<file path="src/rtl/hsv_to_rgb_converter_defines.svh">
// ----------------------------------------------------------------------------
// HSV to RGB converter assertion macros
// Shared assertion forms for the converter's RTL files.
// ----------------------------------------------------------------------------
`ifndef HSV_TO_RGB_CONVERTER_DEFINES_SVH
`define HSV_TO_RGB_CONVERTER_DEFINES_SVH

// Check a consequence in the same cycle as its condition.
`define HSV2RGB_ASSERT_SAME(label, clk, rst, cond, conseq, msg) \
   label: assert property (@(posedge clk) disable iff (rst) (cond) |-> (conseq)) \
      else $error(msg);

// Check a consequence in the cycle after its condition.
`define HSV2RGB_ASSERT_NEXT(label, clk, rst, cond, conseq, msg) \
   label: assert property (@(posedge clk) disable iff (rst) (cond) |=> (conseq)) \
      else $error(msg);

`endif

</file>
<file path="src/rtl/hsv2rgb_pkg.sv">
// ----------------------------------------------------------------------------
// HSV to RGB converter package
// Fixed-point widths, hue constants and the transfer payload types.
// ----------------------------------------------------------------------------
package hsv2rgb_pkg;

   // Fraction format: ONE stands for 1.0
   localparam int FRACTION_BITS = 8;
   localparam int FRAC_WIDTH    = FRACTION_BITS + 1;
   localparam logic [FRAC_WIDTH-1:0] FRAC_ONE = FRAC_WIDTH'(1) << FRACTION_BITS;

   // Hue in 1/16 degree, one 60 degree sector spans 960 units
   localparam int HUE_WIDTH    = 13;
   localparam int SECTOR_UNITS = 960;
   localparam int WEIGHT_WIDTH = $clog2(SECTOR_UNITS + 1);
   localparam logic [HUE_WIDTH-1:0] HUE_MAX = HUE_WIDTH'(6 * SECTOR_UNITS - 1);

   typedef struct packed {
      logic [HUE_WIDTH-1:0]  hue;
      logic [FRAC_WIDTH-1:0] saturation;
      logic [FRAC_WIDTH-1:0] brightness;
   } hsv2rgb_req_type;

   typedef struct packed {
      logic [FRAC_WIDTH-1:0] red;
      logic [FRAC_WIDTH-1:0] green;
      logic [FRAC_WIDTH-1:0] blue;
   } hsv2rgb_rsp_type;

endpackage

</file>
<file path="src/rtl/hsv_to_rgb_converter.sv">
// ----------------------------------------------------------------------------
// HSV to RGB converter
// Pipelined fixed-point conversion of one HSV pixel to one RGB pixel.
// ----------------------------------------------------------------------------
//
//  Channel | Direction | Handshake           | Payload
//  --------+-----------+---------------------+---------------------------------
//  req     | in        | req_valid/req_ready | req_data: hue, saturation, brightness
//  rsp     | out       | rsp_valid/rsp_ready | rsp_data: red, green, blue
//
//  Six register stages, st1 to st5 and the output register rsp; one pixel is
//  taken every cycle unless a result waits in a stalled output register.
//  The stage depth is set by the chroma multiply, the sector weight multiply
//  and the reciprocal multiply that divides by the sector width.
//  All stages advance together whenever the output register is empty or taken;
//  a stalled output holds every stage and nothing is lost or repeated.
//  Reset clears the stage valid bits only; no clearing pass is needed.
//
`include "hsv_to_rgb_converter_defines.svh"

module hsv_to_rgb_converter (
   input  logic                         clock,
   input  logic                         reset,
   input  logic                         req_valid,
   output logic                         req_ready,
   input  hsv2rgb_pkg::hsv2rgb_req_type req_data,
   output logic                         rsp_valid,
   input  logic                         rsp_ready,
   output hsv2rgb_pkg::hsv2rgb_rsp_type rsp_data
);
   import hsv2rgb_pkg::*;

   // Product and reciprocal widths for the divide by the sector width
   localparam int PROD_WIDTH  = FRAC_WIDTH + WEIGHT_WIDTH;
   localparam int RECIP_WIDTH = PROD_WIDTH - 9;
   localparam logic [RECIP_WIDTH-1:0] SECTOR_RECIP =
      RECIP_WIDTH'((64'(1) << PROD_WIDTH) / SECTOR_UNITS);
   localparam logic [WEIGHT_WIDTH-1:0] SECTOR_SPAN = WEIGHT_WIDTH'(SECTOR_UNITS);

   typedef enum logic [2:0] {
      SEC_RED_YELLOW   = 3'd0,
      SEC_YELLOW_GREEN = 3'd1,
      SEC_GREEN_CYAN   = 3'd2,
      SEC_CYAN_BLUE    = 3'd3,
      SEC_BLUE_MAGENTA = 3'd4,
      SEC_MAGENTA_RED  = 3'd5
   } sector_type;

   typedef struct packed {
      sector_type              sector;
      logic [WEIGHT_WIDTH-1:0] weight;
      logic [FRAC_WIDTH-1:0]   sat;
      logic [FRAC_WIDTH-1:0]   val;
   } st1_type;

   typedef struct packed {
      sector_type              sector;
      logic [WEIGHT_WIDTH-1:0] weight;
      logic [FRAC_WIDTH-1:0]   val;
      logic [2*FRAC_WIDTH-1:0] chroma_full;
   } st2_type;

   typedef struct packed {
      sector_type            sector;
      logic [FRAC_WIDTH-1:0] val;
      logic [FRAC_WIDTH-1:0] chroma;
      logic [PROD_WIDTH-1:0] prod;
   } st3_type;

   typedef struct packed {
      sector_type            sector;
      logic [FRAC_WIDTH-1:0] val;
      logic [FRAC_WIDTH-1:0] chroma;
      logic [PROD_WIDTH-1:0] prod;
      logic [FRAC_WIDTH-1:0] est;
   } st4_type;

   typedef struct packed {
      sector_type            sector;
      logic [FRAC_WIDTH-1:0] chroma;
      logic [FRAC_WIDTH-1:0] second;
      logic [FRAC_WIDTH-1:0] offset;
   } st5_type;

   logic            advance;
   logic [4:0]      valid_ff;
   logic [4:0]      valid_in;
   logic            rsp_valid_ff;
   logic            rsp_valid_in;
   st1_type         st1_ff, st1_in;
   st2_type         st2_ff, st2_in;
   st3_type         st3_ff, st3_in;
   st4_type         st4_ff, st4_in;
   st5_type         st5_ff, st5_in;
   hsv2rgb_rsp_type rsp_ff, rsp_in;

   logic [HUE_WIDTH-1:0]            hue_sat;
   logic [HUE_WIDTH-1:0]            sector_base;
   logic [WEIGHT_WIDTH-1:0]         offset_in_sector;
   logic [PROD_WIDTH+RECIP_WIDTH-1:0] recip_prod;
   logic [PROD_WIDTH-1:0]           remainder;

   // Advance all stages when the output register is free or being taken
   assign advance   = !rsp_valid_ff || rsp_ready;
   assign req_ready = advance;
   assign rsp_valid = rsp_valid_ff;
   assign rsp_data  = rsp_ff;

   assign valid_in     = {valid_ff[3:0], req_valid};
   assign rsp_valid_in = valid_ff[4];

   // Stage 1: limit inputs, find the sector and the weight within it
   always_comb begin
      hue_sat    = (req_data.hue > HUE_MAX) ? HUE_MAX : req_data.hue;
      st1_in.sat = (req_data.saturation > FRAC_ONE) ? FRAC_ONE : req_data.saturation;
      st1_in.val = (req_data.brightness > FRAC_ONE) ? FRAC_ONE : req_data.brightness;
      if (hue_sat >= HUE_WIDTH'(5 * SECTOR_UNITS)) begin
         st1_in.sector = SEC_MAGENTA_RED;
      end else if (hue_sat >= HUE_WIDTH'(4 * SECTOR_UNITS)) begin
         st1_in.sector = SEC_BLUE_MAGENTA;
      end else if (hue_sat >= HUE_WIDTH'(3 * SECTOR_UNITS)) begin
         st1_in.sector = SEC_CYAN_BLUE;
      end else if (hue_sat >= HUE_WIDTH'(2 * SECTOR_UNITS)) begin
         st1_in.sector = SEC_GREEN_CYAN;
      end else if (hue_sat >= HUE_WIDTH'(SECTOR_UNITS)) begin
         st1_in.sector = SEC_YELLOW_GREEN;
      end else begin
         st1_in.sector = SEC_RED_YELLOW;
      end
      case (st1_in.sector)
         SEC_RED_YELLOW:   sector_base = '0;
         SEC_YELLOW_GREEN: sector_base = HUE_WIDTH'(SECTOR_UNITS);
         SEC_GREEN_CYAN:   sector_base = HUE_WIDTH'(2 * SECTOR_UNITS);
         SEC_CYAN_BLUE:    sector_base = HUE_WIDTH'(3 * SECTOR_UNITS);
         SEC_BLUE_MAGENTA: sector_base = HUE_WIDTH'(4 * SECTOR_UNITS);
         default:          sector_base = HUE_WIDTH'(5 * SECTOR_UNITS);
      endcase
      offset_in_sector = WEIGHT_WIDTH'(hue_sat - sector_base);
      // Rising sectors weight by offset, falling sectors by distance to the end
      st1_in.weight = st1_in.sector[0] ? (SECTOR_SPAN - offset_in_sector)
                                       : offset_in_sector;
   end

   // Stage 2: chroma product
   always_comb begin
      st2_in.sector      = st1_ff.sector;
      st2_in.weight      = st1_ff.weight;
      st2_in.val         = st1_ff.val;
      st2_in.chroma_full = (2*FRAC_WIDTH)'(st1_ff.val) * (2*FRAC_WIDTH)'(st1_ff.sat);
   end

   // Stage 3: truncate chroma, scale it by the sector weight
   always_comb begin
      st3_in.sector = st2_ff.sector;
      st3_in.val    = st2_ff.val;
      st3_in.chroma = st2_ff.chroma_full[FRACTION_BITS +: FRAC_WIDTH];
      st3_in.prod   = PROD_WIDTH'(st3_in.chroma) * PROD_WIDTH'(st2_ff.weight);
   end

   // Stage 4: estimate the quotient by the sector width with a reciprocal
   always_comb begin
      recip_prod    = (PROD_WIDTH+RECIP_WIDTH)'(st3_ff.prod)
                    * (PROD_WIDTH+RECIP_WIDTH)'(SECTOR_RECIP);
      st4_in.sector = st3_ff.sector;
      st4_in.val    = st3_ff.val;
      st4_in.chroma = st3_ff.chroma;
      st4_in.prod   = st3_ff.prod;
      st4_in.est    = recip_prod[PROD_WIDTH +: FRAC_WIDTH];
   end

   // Stage 5: correct the estimate, which is at most one low; form the offset
   always_comb begin
      remainder     = st4_ff.prod - PROD_WIDTH'(st4_ff.est) * PROD_WIDTH'(SECTOR_UNITS);
      st5_in.sector = st4_ff.sector;
      st5_in.chroma = st4_ff.chroma;
      st5_in.second = (remainder >= PROD_WIDTH'(SECTOR_UNITS)) ? st4_ff.est + 1'b1
                                                               : st4_ff.est;
      st5_in.offset = st4_ff.val - st4_ff.chroma;
   end

   // Output stage: permute chroma and secondary by sector, add the offset
   always_comb begin
      case (st5_ff.sector)
         SEC_RED_YELLOW: begin
            rsp_in.red   = st5_ff.chroma + st5_ff.offset;
            rsp_in.green = st5_ff.second + st5_ff.offset;
            rsp_in.blue  = st5_ff.offset;
         end
         SEC_YELLOW_GREEN: begin
            rsp_in.red   = st5_ff.second + st5_ff.offset;
            rsp_in.green = st5_ff.chroma + st5_ff.offset;
            rsp_in.blue  = st5_ff.offset;
         end
         SEC_GREEN_CYAN: begin
            rsp_in.red   = st5_ff.offset;
            rsp_in.green = st5_ff.chroma + st5_ff.offset;
            rsp_in.blue  = st5_ff.second + st5_ff.offset;
         end
         SEC_CYAN_BLUE: begin
            rsp_in.red   = st5_ff.offset;
            rsp_in.green = st5_ff.second + st5_ff.offset;
            rsp_in.blue  = st5_ff.chroma + st5_ff.offset;
         end
         SEC_BLUE_MAGENTA: begin
            rsp_in.red   = st5_ff.second + st5_ff.offset;
            rsp_in.green = st5_ff.offset;
            rsp_in.blue  = st5_ff.chroma + st5_ff.offset;
         end
         default: begin
            rsp_in.red   = st5_ff.chroma + st5_ff.offset;
            rsp_in.green = st5_ff.offset;
            rsp_in.blue  = st5_ff.second + st5_ff.offset;
         end
      endcase
   end

   // Clear valid bits under reset, shift them with the data
   always_ff @(posedge clock) begin
      if (reset) begin
         valid_ff     <= '0;
         rsp_valid_ff <= 1'b0;
      end else if (advance) begin
         valid_ff     <= valid_in;
         rsp_valid_ff <= rsp_valid_in;
      end
   end

   // Advance stage payloads; hold them on a stall
   always_ff @(posedge clock) begin
      if (advance) begin
         st1_ff <= st1_in;
         st2_ff <= st2_in;
         st3_ff <= st3_in;
         st4_ff <= st4_in;
         st5_ff <= st5_in;
         rsp_ff <= rsp_in;
      end
   end

   // Assertions
   `HSV2RGB_ASSERT_NEXT(a_req_enters, clock, reset, req_valid && req_ready, valid_ff[0], "accepted request did not enter stage 1")
   `HSV2RGB_ASSERT_SAME(a_weight_range, clock, reset, valid_ff[0], st1_ff.weight <= SECTOR_SPAN, "sector weight exceeds sector width")
   `HSV2RGB_ASSERT_SAME(a_second_le_chroma, clock, reset, valid_ff[4], st5_ff.second <= st5_ff.chroma, "secondary component exceeds chroma")
   `HSV2RGB_ASSERT_SAME(a_out_range, clock, reset, rsp_valid, (rsp_data.red <= FRAC_ONE) && (rsp_data.green <= FRAC_ONE) && (rsp_data.blue <= FRAC_ONE), "result component exceeds one")

endmodule

</file>
<file path="config.mk">
export PLATFORM = sky130hd
export DESIGN_NAME = hsv_to_rgb_converter
export DESIGN_NICKNAME = d
export VERILOG_FILES = /design/src/rtl/hsv2rgb_pkg.sv /design/src/rtl/hsv_to_rgb_converter.sv
export VERILOG_INCLUDE_DIRS = /design/src /design/src/rtl
export SDC_FILE = /design/constraint.sdc
export NUM_CORES = 1
export LEC_CHECK = 0
export BUFFER_PORTS_ARGS = -buffer_cell sky130_fd_sc_hd__buf_2
export CORE_MARGIN = 2
export CORE_UTILIZATION = 44
export CTS_CLUSTER_DIAMETER = 200
export DETAILED_ROUTE_END_ITERATION = 16
export SKIP_CTS_REPAIR_TIMING = 1
export SYNTH_ARGS = -nofsm -noshare
export SYNTH_HDL_FRONTEND = slang
export SYNTH_SLANG_ARGS = --single-unit
export TNS_END_PERCENT = 20
</file>
<file path="constraint.sdc">
create_clock -name clock -period 7.98 [get_ports clock]
set_input_delay 1.596 -clock clock [delete_from_list [all_inputs] [get_ports clock]]
set_output_delay 1.596 -clock clock [all_outputs]
set_load 0.02 [all_outputs]
</file>
### Yosys cells after proc, flatten, opt, wreduce, memory -nomap -nowiden

Cells that the tools add are included.

* input bits: 35
* word-level logic and storage cells: 68
* register bits: 222
* output and inout bits: 29

* $add $sub $neg: 7
* $mul: 4
* muxes and demuxes: 10
* equality and inequality tests: 8
* magnitude comparators: 9
* reductions and logical operators: 4

Operators by type and width (count)
* $pmux 27 s5: 1
* $pmux 10 s5: 1
* $mul 19x9->27 const B: 1
* $ge 13x12->1 const B: 2
* $ge 19x10->1 const B: 1
* $mul 9x10->19: 1
* $sub 19x19->19: 1
* $add 9x9->9: 2
* $gt 9x9->1 const B: 2
* $mul 9x9->17: 1
* $ge 13x10->1 const B: 1
* $ge 13x11->1 const B: 1
* $ge 13x13->1 const B: 1
* $gt 13x13->1 const B: 1
* $mul 9x4->13 const B: 1
* $mux 13: 1
* $eq 3x2->1 const B: 4
* $mux 10: 1
* $sub 10x10->10: 1
* $sub 10x10->10 const A: 1
* $add 9x1->9 const B: 1
* $mux 9: 1
* $sub 9x9->9: 1
* $eq 3x1->1 const B: 2
* 7 further kinds: 11

### Logic depth before layout (Yosys ltp)

* depth after elaboration: 13
* depth in mapped cells: 22
* depth with buffers taken out: 22

### Least setup slack after synthesis

OpenSTA, ideal clock, no wires.

* kind: in2out
* start: input port rsp_ready
* end: output port req_ready
* cell stages on the path: 2
* path buffers: 0
* required time: 6384 ps
* arrival: 5774 ps
* path slack: 610 ps
* path through: nor2b_1 > inv_1

* longest elaborated chain between the ends: 1

RTL lines
* start, declared: line hsv_to_rgb_converter.sv:28 `input logic rsp_ready,`
* $logic_or 1x1->1: line hsv_to_rgb_converter.sv:104 `assign advance = !rsp_valid_ff || rsp_ready;`
* end, declared: line hsv_to_rgb_converter.sv:25 `output logic req_ready,`

Every way passes these cells.

==> Implementation_results.wiki <==
{| class="wikitable"
! Metric !! Value
|-
| Worst Setup End Kind || flop
|-
| Final setup TNS || 0 ps
|-
| Largest clock skew in the final design || around 11 ps
|-
| Ratio of routed vias to standard cells || ~5.1
|-
| Gp weighted congestion || ~0.85
|-
| Leading register cell type out of synthesis || edfxtp_1
|-
| Final setup violation count || 0
|-
| Cell chain of the critical path || fa_1, inv_1, fa_1, inv_1, ha_1, a21o_1, a21oi_1, o21bai_1, a21oi_1, o21bai_1, a21oi_1, nor3_1, a211oi_1, ha_1, xnor2_1, nand3_1, a21oi_1, o22a_1, o2111ai_1, nor4_4, nand2_4, mux2_4
|-
| Slew headroom || between 40% and 50%
|-
| Minimum setup slack among reg-to-reg paths || between 2000 and 2500 ps
|-
| Clock buffer count from CTS || 24
|-
| Adder and majority gate portion of the synthesized area || between 30% and 40%
|-
| Synthesized-area fraction occupied by ao, oa, aoi and oai cells || 9.10%
|-
| Post-Synthesis Cells || ~1600
|-
| Total Routed Length || 31.2 mm
|-
| Post-synthesis instance area || 16800 µm²
|-
| Cell type with the highest occurrence count on the critical path || a21oi_1
|-
| Sequential element share of the synthesized area || 36.9%
|-
| GR Util All Layers || between 15 and 20%
|-
| Clock insertion delay at the later pin of the skew report || 530 ps
|-
| Worst path buffer plus inverter count || 2
|-
| Number of buffers between clock root and the deepest sink || 3
|-
| Utilization after layout || between 40 and 50%
|-
| Number of warnings reported in the yosys synthesis log || 0
|-
| Transition time of the tightest slew-check pin || slightly below 900 ps
|-
| Number of placed I/O pins || 64
|-
| Vias in the first global route || roughly 11000
|-
| Crit Path Class || reg2reg
|-
| Number of antenna-violating nets in the routed design || 0
|-
| Signed area change from the synthesized netlist to the final layout || 9.46%
|-
| Standard cell core area || between 30000 and 40000 µm²
|-
| Die Span X || ~200 µm
|-
| Fin nets || 1968
|-
| Die height || 199 µm
|-
| Final Max Slew Viols || 0
|-
| Portion of the clock cycle consumed by the worst path in the final layout || between 70% and 80%
|-
| Flops & latches, synth || approximately 210
|-
| Endpoints failing hold || 0
|-
| Filler Cell Count || roughly 3400
|-
| Share of async-settable or async-resettable flops after synthesis || 0%
|-
| Fraction of final layout cells sized beyond drive strength 1 || 7.89%
|-
| Leading cell type in the layout, fill and taps excluded || inv_1
|-
| Detailed router's first-iteration violation count || ~400
|-
| Number of sinks handled by clock tree synthesis || between 200 and 250
|-
| Slowest-stage cell, CP || nor4_4
|-
| Basic-gate share of the synthesized area counting and, or, nand and nor cells || 11.9%
|-
| Port bufs || 63
|-
| Max_cap viols || 0
|-
| Clock root cell || clkbuf_16
|-
| Max Clock Freq || roughly 180 MHz
|-
| Deepest level of the CTS H-tree || 1
|-
| Commonest cells after routing, fill and taps aside || inv_1, edfxtp_1, ha_1
|-
| Max FO, Critical Path || 8
|-
| Count of vias placed by the detailed router || roughly 11000
|-
| Arrival time of the worst setup path || ~6000 ps
|-
| Combinational family with the most area after synthesis || adder cells
|-
| Length of the first detailed-routing pass in iterations || 4
|-
| Die ar. || roughly 40000 µm²
|-
| Average size of a mapped cell || ~11 µm²
|-
| CTS tree || done
|-
| Area of combinational cells with multiple inputs || 9540 µm²
|-
| Largest net degree at the start of global routing || between 70 and 80
|-
| Number of flops mapped to enable cells by yosys || around 200
|-
| Setup repair after global routing missed its margin || false
|-
| Type of origin of the critical path || flop
|-
| Routed len/inst || 14.6 µm
|-
| Max stage delay on crit path || approximately 600 ps
|-
| Global route overflow || 0
|-
| Xor/xnor cell area share of the yosys netlist || roughly 4.6%
|-
| Effective utilization at floorplan || 44.7%
|-
| Place WS || 2330 ps
|-
| Synth unique cells || 70
|-
| Footprint of the flip-flops and latches || 6190 µm²
|-
| Setup slack of the critical path after layout || about 2300 ps
|-
| Syn nets || ~1900
|-
| Multiplexer area fraction after synthesis || 0.701%
|-
| Ant. Diodes || 0
|-
| Post-DP HPWL || 23.8 mm
|-
| Cell family with most CP delay || compound AO/OA/AOI/OAI gates
|-
| Post-CTS clock slew at the launch and capture registers of the worst setup and hold paths || 60 ps
|-
| Minimum period implied by the final worst setup slack || roughly 5700 ps
|-
| Number of antenna violations at the first check in global routing || 0
|-
| DRC viols || 0
|-
| Global-route wire length before repair || between 50 and 60 mm
|-
| Outcome || finished, final reports clean
|-
| Class of the most critical hold timing path || reg2reg
|-
| Data required time of the critical path || 8260 ps
|-
| Row count || 71
|}
## stage by stage
stage / cells / hold WS, ps / area, µm²
global placement: 2090 / 401 / 17600
finish: 2134 / 414 / 18400
detailed placement: 2090 / 405 / 17600
CTS: 2134 / 413 / 18400
global route: 2134 / 420 / 18400
floorplan: 1557 / 400 / 16800
## path summary, 6_finish.rpt
kind                                      startpoint  cells after the start                    to
worst max-delay path             st4_ff[2]$_DFFE_PP_                     22  st5_ff[10]$_DFFE_PP_
worst min-delay path            st2_ff[21]$_DFFE_PP_                      0  st3_ff[31]$_DFFE_PP_
worst max register to register   st4_ff[2]$_DFFE_PP_                     22  st5_ff[10]$_DFFE_PP_
worst min register to register  st2_ff[21]$_DFFE_PP_                      0  st3_ff[31]$_DFFE_PP_
## cells in the mapped netlist, types with 3 or more instances
cell	number	area [µm²]
nand4_1	4	25.0
nor2_1	73	274
o41ai_1	3	26.3
clkbuf_1	43	161
and3_1	3	18.8
and2_1	81	507
xor2_1	28	245
a21boi_0	3	22.5
o21ai_1	6	30.0
nor2b_1	30	188
o22ai_1	14	87.6
xnor2_1	59	517
nor4_1	4	25.0
dfxtp_1	6	120
nand2b_1	8	50.1
o21a_1	14	105
inv_1	234	878
a21oi_1	70	350
or3_1	4	25.0
ha_1	193	2410
a31oi_1	12	75.1
a31o_2	4	35.0
o211ai_1	5	37.5
o32ai_1	3	26.3
fa_1	135	2700
a221oi_1	5	43.8
nand3_1	13	65.1
a211oi_1	10	75.1
o21ai_0	39	195
o2111ai_1	3	26.3
o2bb2ai_1	3	26.3
nor3_1	28	140
or2_2	7	43.8
o21bai_1	8	60.1
edfxtp_1	202	6070
mux2i_1	8	80.1
a21o_1	11	82.6
a2111oi_0	3	26.3
nand2_1	141	529
## area by class of cell
class | count | share of cell area, %
multi-input combinational | 1069 | 52.0
sequential | 208 | 33.7
inverter | 234 | 4.82
tap | 511 | 3.48
clock buffer | 30 | 3.39
timing repair buffer | 68 | 1.92
clock inverter | 14 | 0.756
## logic make-up after synthesis
logic type / count (synthesis)
flip-flops: 208
AO/OA/AOI/OAI: 235
multiplexers: 11
XOR/XNOR: 88
AND/OR/NAND/NOR: 406
buffers and inverters: 280
adder cells (fa/ha/maj): 329
## worst reg2reg max path: cells and delay by family, from the launching register on
family	cells	cell delay [ps]
buffers and inverters	2	110
AO/OA/AOI/OAI	10	1730
multiplexers	1	310
XOR/XNOR	1	180
flip-flops	1	540
AND/OR/NAND/NOR	4	900
adder cells (fa/ha/maj)	4	1660
## per-layer routing
metal | share of wire (%) | global-route usage, % | up-vias
li1 | - | - | 5360
met1 | 47 | 22.3 | 5333
met2 | 48 | 27.2 | 159
met3 | 3.2 | 2.21 | 41
met4 | 1.8 | 3.54 | 0
met5 | 0 | 0 | -
## flip-flops by register name, indices dropped and copies added, names as in the netlist
signal and flops:
rsp_valid 1, st3_ff 40, st2_ff 31, st5_ff 30, rsp_data 27, st4_ff 43, valid_ff 5, st1_ff 31
Power is not shown: default switching activity piles up to over one toggle a cycle in this logic, so the estimate is an artifact.
